**config.mk**
```make
export PLATFORM = sky130hd
export DESIGN_NAME = oneshot_periodic_alarm_table_top
export DESIGN_NICKNAME = d
export VERILOG_FILES = /design/src/sv/opat_pkg.sv /design/src/sv/oneshot_periodic_alarm_table_top.sv /design/src/sv/opat_ctrl.sv /design/src/sv/opat_dp.sv
export SDC_FILE = /design/constraint.sdc
export NUM_CORES = 2
export LEC_CHECK = 0
export BUFFER_PORTS_ARGS = -buffer_cell sky130_fd_sc_hd__clkbuf_2
export CAP_MARGIN = 40
export CORE_MARGIN = 3
export CORE_UTILIZATION = 55
export CTS_CLUSTER_DIAMETER = 60
export CTS_CLUSTER_SIZE = 28
export DETAILED_ROUTE_END_ITERATION = 6
export PLACE_DENSITY_LB_ADDON = 0.3
export SYNTH_ARGS = -nofsm -noshare
export SYNTH_HDL_FRONTEND = slang
export SYNTH_SLANG_ARGS = --single-unit
```
**constraint.sdc**
```tcl
create_clock -name clk_i -period 11.2 [get_ports clk_i]
set_input_delay 1.12 -clock clk_i [delete_from_list [all_inputs] [get_ports clk_i]]
set_output_delay 1.12 -clock clk_i [all_outputs]
set_load 0.05 [all_outputs]
```
**src/sv/opat_pkg.sv**
```systemverilog
`default_nettype none
// ----------------------------------------------------------------------------
// opat_pkg
// Shared types, sizes and codes for the one-shot/periodic alarm table.
// ----------------------------------------------------------------------------
package opat_pkg;

  localparam int unsigned OS_SLOTS  = 16;
  localparam int unsigned PER_SLOTS = 8;
  localparam int unsigned TIME_W    = 48;
  localparam int unsigned OS_IDX_W  = (OS_SLOTS > 1) ? $clog2(OS_SLOTS) : 1;
  localparam int unsigned PER_IDX_W = (PER_SLOTS > 1) ? $clog2(PER_SLOTS) : 1;
  localparam int unsigned SCAN_W    = $clog2(OS_SLOTS + PER_SLOTS + 1);

  localparam logic [TIME_W-1:0] TIME_MAX = {TIME_W{1'b1}};

  // Request codes
  localparam logic [2:0] REQ_ADD_OS   = 3'd0;
  localparam logic [2:0] REQ_ADD_PER  = 3'd1;
  localparam logic [2:0] REQ_DROP_OS  = 3'd2;
  localparam logic [2:0] REQ_DROP_PER = 3'd3;
  localparam logic [2:0] REQ_EXEC     = 3'd4;
  localparam logic [2:0] REQ_QUERY    = 3'd5;

  typedef struct packed {
    logic [2:0]  req_type;
    logic [7:0]  handler_id;
    logic [15:0] param_id;
    logic        param_present;
    logic [23:0] duration_ms;
    logic        keep_existing;
    logic [47:0] now_ms;
  } req_t;

  typedef struct packed {
    logic        status;
    logic        fired_valid;
    logic        fired_periodic;
    logic [7:0]  fired_handler;
    logic [15:0] fired_param;
    logic        fired_has_param;
    logic [47:0] next_due_ms;
    logic        last;
  } rsp_t;

  // Controller to datapath
  typedef struct packed {
    logic              load;     // capture request
    logic              step;     // process current slot, advance
    logic              do_add;   // write new entry into free slot
    logic              emit;     // write output register
    logic              emit_none;
  } cmd_t;

  // Datapath to controller
  typedef struct packed {
    logic scan_done;
    logic hit;        // current slot produces a fired result
    logic out_busy;   // output register holds a stalled transaction
  } sts_t;

  // Saturating add clipped to TIME_W bits
  function automatic logic [TIME_W-1:0] sat_add(input logic [TIME_W-1:0] a,
                                                 input logic [TIME_W-1:0] b);
    logic [TIME_W:0] s;
    s = {1'b0, a} + {1'b0, b};
    return s[TIME_W] ? TIME_MAX : s[TIME_W-1:0];
  endfunction

endpackage
`default_nettype wire

```
**src/sv/oneshot_periodic_alarm_table_top.sv**
```systemverilog
`default_nettype none
// ----------------------------------------------------------------------------
// oneshot_periodic_alarm_table_top
// Table of one-shot and periodic alarms with add, drop, execute and query.
// ----------------------------------------------------------------------------
// Usage:
//   Requests arrive on in_valid_i/in_stall_o/in_data_i; a transaction
//   completes when in_valid_i is high and in_stall_o low. Results leave on
//   out_valid_o/out_stall_i/out_data_o the same way, and the last result of
//   a request has last set.
//   Each request walks all 24 slots (16 one-shot, then 8 periodic), one slot
//   per cycle unless a firing slot waits on a stalled output, and then
//   writes its final result. The block takes one request at a time;
//   in_stall_o stays high until the final result is in the output register.
//   An execute emits one result per expired slot, each one released when the
//   next slot fires or the scan ends; while out_stall_i holds the output
//   register, the scan waits at a firing slot.
//   Reset clears all valid bits, the output valid among them; table contents
//   and output data are left as they are.
// ----------------------------------------------------------------------------
module oneshot_periodic_alarm_table_top (
  input  wire logic           clk_i,
  input  wire logic           rst_ni,
  input  wire logic           in_valid_i,
  output logic                in_stall_o,
  input  wire opat_pkg::req_t in_data_i,
  output logic                out_valid_o,
  input  wire logic           out_stall_i,
  output opat_pkg::rsp_t      out_data_o
);

  opat_pkg::cmd_t cmd;
  opat_pkg::sts_t sts;

  opat_ctrl u_ctrl (
    .clk_i      (clk_i),
    .rst_ni     (rst_ni),
    .in_valid_i (in_valid_i),
    .in_stall_o (in_stall_o),
    .sts_i      (sts),
    .cmd_o      (cmd)
  );

  opat_dp u_dp (
    .clk_i       (clk_i),
    .rst_ni      (rst_ni),
    .req_i       (in_data_i),
    .cmd_i       (cmd),
    .sts_o       (sts),
    .out_valid_o (out_valid_o),
    .out_stall_i (out_stall_i),
    .out_data_o  (out_data_o)
  );

endmodule
`default_nettype wire

```
**src/sv/opat_ctrl.sv**
```systemverilog
`default_nettype none
// ----------------------------------------------------------------------------
// opat_ctrl
// Sequencer: accept a request, step the slot scan, emit results.
// ----------------------------------------------------------------------------
module opat_ctrl (
  input  wire logic           clk_i,
  input  wire logic           rst_ni,
  input  wire logic           in_valid_i,
  output logic                in_stall_o,
  input  wire opat_pkg::sts_t sts_i,
  output opat_pkg::cmd_t      cmd_o
);

  localparam logic [1:0] ST_IDLE = 2'd0;
  localparam logic [1:0] ST_SCAN = 2'd1;
  localparam logic [1:0] ST_FIN  = 2'd2;

  logic [1:0] state_q, state_d;
  logic       fired_q, fired_d;

  // Next state and commands
  always_comb begin
    state_d = state_q;
    fired_d = fired_q;
    cmd_o   = '0;
    in_stall_o = (state_q != ST_IDLE);
    unique case (state_q)
      ST_IDLE: begin
        if (in_valid_i) begin
          cmd_o.load = 1'b1;
          fired_d    = 1'b0;
          state_d    = ST_SCAN;
        end
      end
      ST_SCAN: begin
        // A hit needs the output register free before advancing
        if (sts_i.scan_done) begin
          state_d = ST_FIN;
        end else if (!(sts_i.hit && sts_i.out_busy)) begin
          cmd_o.step = 1'b1;
          if (sts_i.hit) begin
            // Release the previous fired result; the newest one waits
            cmd_o.emit = fired_q;
            fired_d    = 1'b1;
          end
        end
      end
      ST_FIN: begin
        if (!sts_i.out_busy) begin
          cmd_o.do_add    = 1'b1;
          cmd_o.emit      = 1'b1;
          cmd_o.emit_none = 1'b1;
          state_d         = ST_IDLE;
        end
      end
      default: state_d = ST_IDLE;
    endcase
  end

  always_ff @(posedge clk_i or negedge rst_ni) begin
    if (!rst_ni) begin
      state_q <= ST_IDLE;
      fired_q <= 1'b0;
    end else begin
      state_q <= state_d;
      fired_q <= fired_d;
    end
  end

  // Final emit always comes from the finish state
  a_fin_emit: assert property (@(posedge clk_i) disable iff (!rst_ni)
    cmd_o.emit_none |-> (state_q == ST_FIN))
    else $error("final emit outside finish state");
  a_load_idle: assert property (@(posedge clk_i) disable iff (!rst_ni)
    cmd_o.load |=> (state_q == ST_SCAN))
    else $error("load did not start scan");
  a_no_step_fin: assert property (@(posedge clk_i) disable iff (!rst_ni)
    (state_q == ST_FIN) |-> !cmd_o.step)
    else $error("step during finish");

endmodule
`default_nettype wire

```
**src/sv/opat_dp.sv**
```systemverilog
`default_nettype none
// ----------------------------------------------------------------------------
// opat_dp
// Alarm tables, request registers, slot scan and output register.
// ----------------------------------------------------------------------------
module opat_dp (
  input  wire logic           clk_i,
  input  wire logic           rst_ni,
  input  wire opat_pkg::req_t req_i,
  input  wire opat_pkg::cmd_t cmd_i,
  output opat_pkg::sts_t      sts_o,
  output logic                out_valid_o,
  input  wire logic           out_stall_i,
  output opat_pkg::rsp_t      out_data_o
);

  localparam int unsigned NOS  = opat_pkg::OS_SLOTS;
  localparam int unsigned NPER = opat_pkg::PER_SLOTS;
  localparam int unsigned TW   = opat_pkg::TIME_W;
  localparam int unsigned SW   = opat_pkg::SCAN_W;

  // Tables
  logic [NOS-1:0]  os_vld_q;
  logic [TW-1:0]   os_due_q   [NOS];
  logic [7:0]      os_hid_q   [NOS];
  logic [15:0]     os_par_q   [NOS];
  logic            os_pf_q    [NOS];
  logic [NPER-1:0] per_vld_q;
  logic [TW-1:0]   per_due_q  [NPER];
  logic [23:0]     per_int_q  [NPER];
  logic [7:0]      per_hid_q  [NPER];

  opat_pkg::req_t  req_q;
  logic [SW-1:0]   idx_q;
  logic [TW-1:0]   best_q;
  logic            fired_q;
  logic            out_valid_q;
  opat_pkg::rsp_t  out_q;
  opat_pkg::rsp_t  pend_q;    // newest fired result, held until the next one or the end
  opat_pkg::rsp_t  hit_rsp, fin_rsp;

  logic            in_os, in_per;
  logic [opat_pkg::OS_IDX_W-1:0]  oi;
  logic [opat_pkg::PER_IDX_W-1:0] pi;
  logic            os_match, per_match, os_hit, per_hit;
  logic [TW-1:0]   cur_due;
  logic            cur_vld;
  logic [TW-1:0]   per_adv, per_next;
  logic [TW-1:0]   now_t;
  logic            is_os_req, is_per_req;
  logic            os_full, per_full;
  logic [opat_pkg::OS_IDX_W-1:0]  os_free;
  logic [opat_pkg::PER_IDX_W-1:0] per_free;

  assign now_t = req_q.now_ms[TW-1:0];
  assign in_os  = (idx_q < SW'(NOS));
  assign in_per = !in_os && (idx_q < SW'(NOS + NPER));
  assign oi = idx_q[opat_pkg::OS_IDX_W-1:0];
  assign pi = opat_pkg::PER_IDX_W'(idx_q - SW'(NOS));

  assign is_os_req  = (req_q.req_type == opat_pkg::REQ_ADD_OS) ||
                      (req_q.req_type == opat_pkg::REQ_DROP_OS);
  assign is_per_req = (req_q.req_type == opat_pkg::REQ_ADD_PER) ||
                      (req_q.req_type == opat_pkg::REQ_DROP_PER);

  // Per-slot evaluation of the current scan position
  always_comb begin
    os_match = in_os && is_os_req && os_vld_q[oi] &&
               (os_hid_q[oi] == req_q.handler_id) &&
               (!req_q.param_present ||
                (os_pf_q[oi] && os_par_q[oi] == req_q.param_id)) &&
               ((req_q.req_type == opat_pkg::REQ_DROP_OS) ||
                (req_q.param_present && !req_q.keep_existing));
    per_match = in_per && per_vld_q[pi] && (per_hid_q[pi] == req_q.handler_id);
    os_hit  = in_os && os_vld_q[oi] && (os_due_q[oi] <= now_t);
    per_hit = in_per && per_vld_q[pi] && (per_due_q[pi] <= now_t);
    cur_due = in_os ? os_due_q[oi] : per_due_q[pi];
    cur_vld = in_os ? os_vld_q[oi] : (in_per && per_vld_q[pi]);
    per_adv  = opat_pkg::sat_add(per_due_q[pi], TW'(per_int_q[pi]));
    per_next = (per_adv <= now_t) ? opat_pkg::sat_add(now_t, TW'(1)) : per_adv;
  end

  // Lowest free slot after removals
  always_comb begin
    os_free  = '0;
    per_free = '0;
    for (int i = NOS - 1; i >= 0; i--)
      if (!os_vld_q[i]) os_free = opat_pkg::OS_IDX_W'(i);
    for (int i = NPER - 1; i >= 0; i--)
      if (!per_vld_q[i]) per_free = opat_pkg::PER_IDX_W'(i);
  end
  assign os_full  = &os_vld_q;
  assign per_full = &per_vld_q;

  // Build the fired result and the final result of a request
  always_comb begin
    hit_rsp                 = '0;
    hit_rsp.fired_valid     = 1'b1;
    hit_rsp.fired_periodic  = in_per;
    hit_rsp.fired_handler   = in_os ? os_hid_q[oi] : per_hid_q[pi];
    hit_rsp.fired_param     = in_os ? os_par_q[oi] : 16'd0;
    hit_rsp.fired_has_param = in_os ? os_pf_q[oi] : 1'b0;
    fin_rsp = '0;
    if (fired_q) begin
      fin_rsp = pend_q;
    end else begin
      fin_rsp.status = ((req_q.req_type == opat_pkg::REQ_ADD_OS) && os_full) ||
                       ((req_q.req_type == opat_pkg::REQ_ADD_PER) && per_full);
      if (req_q.req_type == opat_pkg::REQ_QUERY) fin_rsp.next_due_ms = best_q;
    end
    fin_rsp.last = 1'b1;
  end

  assign sts_o.scan_done = (idx_q == SW'(NOS + NPER));
  assign sts_o.hit       = (req_q.req_type == opat_pkg::REQ_EXEC) && (os_hit || per_hit);
  assign sts_o.out_busy  = out_valid_q && out_stall_i;

  // Control registers
  always_ff @(posedge clk_i or negedge rst_ni) begin
    if (!rst_ni) begin
      os_vld_q    <= '0;
      per_vld_q   <= '0;
      idx_q       <= '0;
      out_valid_q <= 1'b0;
      fired_q     <= 1'b0;
    end else begin
      out_valid_q <= cmd_i.emit || (out_valid_q && out_stall_i);
      if (cmd_i.load) begin
        idx_q   <= '0;
        fired_q <= 1'b0;
      end
      if (cmd_i.step) begin
        idx_q <= idx_q + SW'(1);
        if (sts_o.hit) fired_q <= 1'b1;
        if (in_os && (os_match ||
            (req_q.req_type == opat_pkg::REQ_EXEC && os_hit)))
          os_vld_q[oi] <= 1'b0;
        if (is_per_req && per_match) per_vld_q[pi] <= 1'b0;
      end
      if (cmd_i.do_add) begin
        if (req_q.req_type == opat_pkg::REQ_ADD_OS && !os_full)
          os_vld_q[os_free] <= 1'b1;
        if (req_q.req_type == opat_pkg::REQ_ADD_PER && !per_full)
          per_vld_q[per_free] <= 1'b1;
      end
    end
  end

  // Payload registers
  always_ff @(posedge clk_i) begin
    if (cmd_i.load) begin
      req_q  <= req_i;
      best_q <= opat_pkg::TIME_MAX;
    end
    if (cmd_i.step) begin
      if (cur_vld && cur_due < best_q) best_q <= cur_due;
      if (req_q.req_type == opat_pkg::REQ_EXEC && per_hit) per_due_q[pi] <= per_next;
      if (sts_o.hit) pend_q <= hit_rsp;
    end
    if (cmd_i.do_add) begin
      if (req_q.req_type == opat_pkg::REQ_ADD_OS && !os_full) begin
        os_due_q[os_free] <= opat_pkg::sat_add(now_t, TW'(req_q.duration_ms));
        os_hid_q[os_free] <= req_q.handler_id;
        os_par_q[os_free] <= req_q.param_present ? req_q.param_id : 16'd0;
        os_pf_q[os_free]  <= req_q.param_present;
      end
      if (req_q.req_type == opat_pkg::REQ_ADD_PER && !per_full) begin
        per_due_q[per_free] <= opat_pkg::sat_add(now_t, TW'(req_q.duration_ms));
        per_int_q[per_free] <= req_q.duration_ms;
        per_hid_q[per_free] <= req_q.handler_id;
      end
    end
    // Output transaction
    if (cmd_i.emit) out_q <= cmd_i.emit_none ? fin_rsp : pend_q;
  end

  assign out_valid_o = out_valid_q;
  assign out_data_o  = out_q;

  // Checks
  a_stall_hold: assert property (@(posedge clk_i) disable iff (!rst_ni)
    (out_valid_q && out_stall_i) |-> !cmd_i.emit)
    else $error("output overwritten while stalled");
  a_idx_range: assert property (@(posedge clk_i) disable iff (!rst_ni)
    idx_q <= SW'(NOS + NPER))
    else $error("scan index out of range");
  a_step_adv: assert property (@(posedge clk_i) disable iff (!rst_ni)
    (cmd_i.step && !cmd_i.load) |=> (idx_q == $past(idx_q) + SW'(1)))
    else $error("scan did not advance");

endmodule
`default_nettype wire
```
Word level (Yosys, flattened, before mapping) --
Memory sizes are Yosys's and may differ from the RTL's. Index checks and enable logic that the tools add are counted.
Word-level totals: RAM bits 1808, output and inout bits 79, word-level logic and storage cells 230, input port bits 105, bits in registers 286, memories 7
Operators by class: order comparisons 14, equality and inequality tests 17, bitwise logic cells 8, reduce and logical (&&, ||, !) cells 55, add/subtract/negate cells 5, mux-type cells 97
Memories:
- u_dp.os_due_q | words 16, bits a word 48, rd ports 1, clocked after memory_dff 0, wr ports 1, RTL line opat_dp.sv:24 | logic [TW-1:0] os_due_q [NOS];
- u_dp.per_due_q | words 8, bits a word 48, rd ports 1, clocked after memory_dff 0, wr ports 1, RTL line opat_dp.sv:29 | logic [TW-1:0] per_due_q [NPER];
- u_dp.os_par_q | words 16, bits a word 16, rd ports 1, clocked after memory_dff 0, wr ports 1, RTL line opat_dp.sv:26 | logic [15:0] os_par_q [NOS];
- u_dp.per_int_q | words 8, bits a word 24, rd ports 1, clocked after memory_dff 0, wr ports 1, RTL line opat_dp.sv:30 | logic [23:0] per_int_q [NPER];
- u_dp.os_hid_q | words 16, bits a word 8, rd ports 1, clocked after memory_dff 0, wr ports 1, RTL line opat_dp.sv:25 | logic [7:0] os_hid_q [NOS];
- u_dp.per_hid_q | words 8, bits a word 8, rd ports 1, clocked after memory_dff 0, wr ports 1, RTL line opat_dp.sv:31 | logic [7:0] per_hid_q [NPER];
- 1 more memories
Operators by type and width (count):
- $mux 48 | 11
- $le 48x48->1 | 3
- $add 48x24->49 | 2
- $mux 16 | 5
- $mux 75 | 1
- $mux 4 | 16
- $add 48x1->49 const B | 1
- $lt 48x48->1 | 1
- $reduce_or 48->1 | 1
- $mux 8 | 5
- $mux 1 | 34
- $mux 3 | 10
- $logic_and 1x1->1 | 29
- $mux 27 | 1
- $and 16x16->16 | 1
- $eq 16x16->1 | 1
- $eq 8x8->1 | 2
- $not 16->16 | 1
- $or 16x16->16 | 1
- $reduce_and 16->1 | 1
- $lt 4x5->1 const B | 2
- $lt 5x5->1 const B | 2
- $mux 5 | 2
- $ne 2x2->1 const B | 5
- 34 further kinds | 58

Longest topological paths before layout --
word-level depth 23, depth in mapped cells 39, gate-level depth less buffers 25

Hierarchy --
A second synthesis with hierarchy kept.
Second synthesis, totals: cell total of the unflattened synthesis 6132, area total of the unflattened synthesis 92185.9 µm²
By module, submodules not included:
- opat_dp | cells each 6103, times used 1, area each 91911.9 µm², seq. area each 62154.6 µm²
- opat_ctrl | cells each 29, times used 1, area each 274.0 µm², seq. area each 75.1 µm²

Least setup slack after synthesis --
No wires, ideal clock.
path kind flip-flop to flip-flop, from register u_dp.idx_q[1], to register u_dp.out_q (netlist bit u_dp.out_data_o[0]), enable pin, cell stages (with the launch flop) 23, setup slack 1317 ps, data arrival time 9346 ps, period minus slack after synthesis 9883 ps, buffers on the path 8, setup time 537 ps, data required time 10663 ps, cells stage by stage dfrtp_1 buf_6 buf_6 buf_6 buf_6 buf_6 buf_4 buf_6 buf_2 mux2_2 a221oi_1 nor2_1 o21a_1 ha_1 a21o_1 a21o_1 a221oi_1 o31ai_1 a2111oi_0 nand2_1 a21oi_1 nand2_1 a21oi_1
RTL lines:
- from (decl) | RTL line opat_dp.sv:34 | logic [SW-1:0] idx_q;
- from (signal assigned) | RTL line opat_dp.sv:133 | idx_q <= idx_q + SW'(1);
- to (signal assigned) | RTL line opat_dp.sv:174 | if (cmd_i.emit) out_q <= cmd_i.emit_none ? fin_rsp : pend_q;
- to (decl) | RTL line opat_dp.sv:38 | opat_pkg::rsp_t out_q;

Worst setup path in the final report --
from register u_dp.idx_q[2], to memory u_dp.per_due_q[4][1] (netlist bit), data pin
Between the ends: cells in the longest elaborated chain, start to end 7, elaborated cells between the ends (all ways) 8, classes of those cells 2 x add/sub; 1 x order compare; 3 x mux; 2 x memory
RTL lines:
- $sub 3x1->3 (*) | RTL line opat_dp.sv:59 | assign pi = opat_pkg::PER_IDX_W'(idx_q - SW'(NOS));
- $mem_v2 8x48 or $mem_v2 8x24 (tied branches)
- $add 48x24->49 (*) | RTL line opat_pkg.sv:66 | s = {1'b0, a} + {1'b0, b};
- $mux 48 (*) | RTL line opat_pkg.sv:67 | return s[TIME_W] ? TIME_MAX : s[TIME_W-1:0];
- $le 48x48->1 | RTL line opat_dp.sv:80 | per_next = (per_adv <= now_t) ? opat_pkg::sat_add(now_t, TW'(1)) : per_adv;
- $mux 48 (*) | RTL line opat_dp.sv:80
- $mux 48 (no line) (*)
- to (decl) | RTL line opat_dp.sv:29
Every way passes the cells marked *; elsewhere a longest branch is shown, timed or not.

==> results.py <==
metrics = {
    "synthesis": {
        "ys_types": 118,
        "synthesis.nets": 6552,
        "async_flop_share": 0.0162,
        "synth.area.top_cells": "edfxtp_1 (66%), ha_1 (3.4%), mux2i_1 (2.5%)",
        "yosysMostFrequentCell": "edfxtp_1",
        "synth_commonest_cells": "edfxtp_1 (2012), nand2_1 (406), nor2_1 (338), a21oi_1 (300), ha_1 (248)",
        "syn_area_per_cell_um2": 14.7,
        "synth_top_area_frac": 0.661,
        "postSynthCellCount": 6197,
        "syn_area_um2": 91400,
        "synth-xor-area-share": 0.0135,
        "synth_edf_count": 2012,
        "synthSimpleGateAreaFrac": 0.0677,
        "synth-compound-area-share": 0.111,
        "synth_area_leader_cell": "edfxtp_1",
        "ys_seq_area_frac": 0.681,
        "synth_warnings": 0,
        "synth_top_family_by_area": "compound AO/OA/AOI/OAI gates",
        "dominantRegCellSynth": "edfxtp_1",
        "synthAdderAreaFrac": 0.0344,
        "ys_seq_elements": 2094,
        "synthMuxAreaShare": 0.0646,
    },
    "clocking": {
        "cts_hold_buf": 0,
        "path_clk_slew_ns": 0.09,
        "cts_tree": "built",
        "clock-sinks": 2094,
        "cts_buffers": 133,
        "clk_path_buf_depth": 3,
        "cts_root_buf": "clkbuf_16",
        "clk_latency_ns": 0.82,
        "cts_resized": 0,
        "cts_post_setup_buffers_inserted": 0,
        "htreeDepth": 4,
    },
    "final_layout": {
        "syn_to_final_growth_pct": 10.1,
        "layout-drive-gt1-share": 0.157,
        "fin_nets": 6757,
    },
    "critical_path": {
        "crit_path_end": "u_dp.per_due_q[4][1]",
        "critPathMaxFanout": 50,
        "reg2reg_depth": 25,
        "worstPathArrival_ns": 10.12,
        "path_buf_inv": 4,
        "critPathSlowestCell": "dfrtp_4",
        "crit_type": "flop to flop",
        "setup.worst_path.start_class": "flop",
        "required_ns": 11.74,
        "crit_top_cell": "buf_4",
        "reg2reg_slack_ns": 1.62,
        "r2r_end": "u_dp.per_due_q[4][1]",
        "startpoint": "u_dp.idx_q[2]",
        "end_kind": "flop",
        "rr_startpoint": "u_dp.idx_q[2]",
        "cp.depth": 25,
        "critPathTopFamily": "compound AO/OA/AOI/OAI gates",
        "slowest_delay_ns": 1.04,
    },
    "placement": {
        "port-buffer-count": 183,
        "gp_congestion": 1.00,
        "dp_hpwl_um": 198000,
    },
    "floorplanning": {
        "core_area_um2": 164000,
        "rows": 148,
        "die_y_um": 414,
        "dieArea_um2": 171000,
        "io_pins": 184,
        "initial_core_util": 0.558,
        "die_w_um": 414,
    },
    "route": {
        "met1_length_um": 116000,
        "topRoutingLayerUsed": "met5",
        "wl_met2_um": 139000,
        "wl_met3_um": 34000,
        "drt_iter0_markers": 9213,
        "vias": 59800,
        "wl_um": 305000,
        "detail_route.wl_per_cell_um": 35.1,
        "antenna_left": 0,
        "vias_per_cell": 6.88,
        "drc_errors": 1,
        "firstDrtPassIters": 7,
    },
    "status": {
        "violations": "DRC",
        "outcome": "complete, but fails checks",
    },
    "timing": {
        "slew_violations": 0,
        "max_slew_margin": 0.336,
        "tns_ns": 0,
        "setup_viol": 0,
        "hold_ws_ns": 0.141,
        "period_needed_ns": 9.58,
        "period_share": 0.856,
        "grt_setup_unrepaired": "false",
        "worst_pin_slew_ns": 0.996,
        "hold_violations": 0,
        "max_freq_ghz": 0.104,
        "clock_skew_ns": 0.0477,
    },
    "pwr": {
        "p_per_area_nw_per_um2": 284,
        "peakVddDrop_mv": 0.208,
        "p_leak_uw": 0.0341,
    },
    "global_routing": {
        "antenna_found_initial": 13,
        "grt_pass1_wl_um": 426000,
        "grt_usage": 0.353,
        "grt-ovfl-total": 0,
        "grt_pass1_vias": 57000,
        "grt_max_degree": 112,
    },
    "run": {
        "max_cap_viol_count": 0,
    },
    "worst_hold_path": {
        "holdCritPathClass": "input pin to async pin",
    },
}
worst min-delay path by stage:
stage	to	slack, ns
2_1_floorplan	u_dp.fired_q	0.44
3_3_place_gp	u_dp.fired_q	0.45
5_1_grt	u_dp.os_vld_q[10]	0.11
3_5_place_dp	u_dp.fired_q	0.46
4_1_cts	u_dp.os_vld_q[7]	0.1
6_report	u_dp.os_vld_q[14]	0.14
cell usage in the layout, fill, tap and decap left out, types with 67 or more instances in the layout:
cell | synthesis | final
clkbuf_16 | 0 | 135
a21o_1 | 83 | 83
edfxtp_1 | 2012 | 2012
nand4_1 | 85 | 85
o21ai_0 | 224 | 223
clkbuf_2 | 0 | 183
a221oi_1 | 142 | 142
a22oi_1 | 193 | 193
nor2_1 | 338 | 314
buf_4 | 40 | 179
xnor2_1 | 103 | 103
ha_1 | 248 | 248
nor4_1 | 75 | 75
a21oi_1 | 300 | 298
nand3_1 | 101 | 101
and2_1 | 70 | 67
mux2_2 | 163 | 163
mux2i_1 | 231 | 231
nand2_1 | 406 | 405
inv_1 | 169 | 163
where the power goes:
group          switching, µW  internal (µW)  leakage (µW)
Clock                   2870           2630       0.00231
Combinational           8620           3960        0.0127
Sequential               397          10100        0.0190
Total                  11900          16700        0.0341
registers in the layout, indices dropped and copies added, names as in the netlist:
name,cells
u_dp.per_int_q,192
u_dp.fired_q,1
u_dp.req_q,53
u_dp.best_q,48
u_ctrl.fired_q,1
u_dp.os_par_q,256
u_dp.per_due_q,384
u_dp.out_data_o,77
u_dp.idx_q,5
u_dp.os_due_q,768
u_dp.out_valid_o,1
u_dp.per_hid_q,64
u_dp.os_hid_q,128
u_dp.os_pf_q,16
u_dp.now_t,48
u_dp.pend_q,26
u_dp.per_vld_q,8
u_dp.os_vld_q,16
u_ctrl.state_q,2
cell type report:
| class | instances | area (µm²) |
|---|---|---|
| timing repair buffer | 410 | 3150 |
| inverter | 172 | 654 |
| fill | 12000 | 63300 |
| multi-input combinational | 3591 | 27000 |
| sequential | 2094 | 62200 |
| antenna | 5 | 12.5 |
| tap | 2175 | 2720 |
| clock buffer | 148 | 3470 |
| clock inverter | 97 | 1310 |
cell families after synthesis:
| logic type | count (synthesis) |
|---|---|
| and+or+nand+nor | 1286 |
| buffers and inverters | 512 |
| muxes | 483 |
| AOI/OAI and AO/OA | 1431 |
| adders and majority gates | 250 |
| xor gates and xnor gates | 141 |
| DFF | 2094 |
metrics by stage:
step | area [µm²] | cells | power (µW) | setup WS (ns) | utilization
finish | 101000 | 8692 | 28600 | 1.62 | 0.614
global route | 101000 | 8687 | 29600 | 1.25 | 0.614
CTS | 101000 | 8686 | 28300 | 1.85 | 0.613
detailed placement | 95800 | 8441 | 22900 | 1.90 | 0.584
global placement | 95000 | 8391 | 22700 | 1.98 | 0.579
floorplan | 91400 | 6197 | 18200 | 1.32 | -
per-layer routing:
metal	vias to the layer above	GRT usage
li1	24800	-
met1	30200	0.487
met2	4054	0.549
met3	784	0.0677
met4	14	0.158
met5	-	0
(Power assumes the default switching activity.)
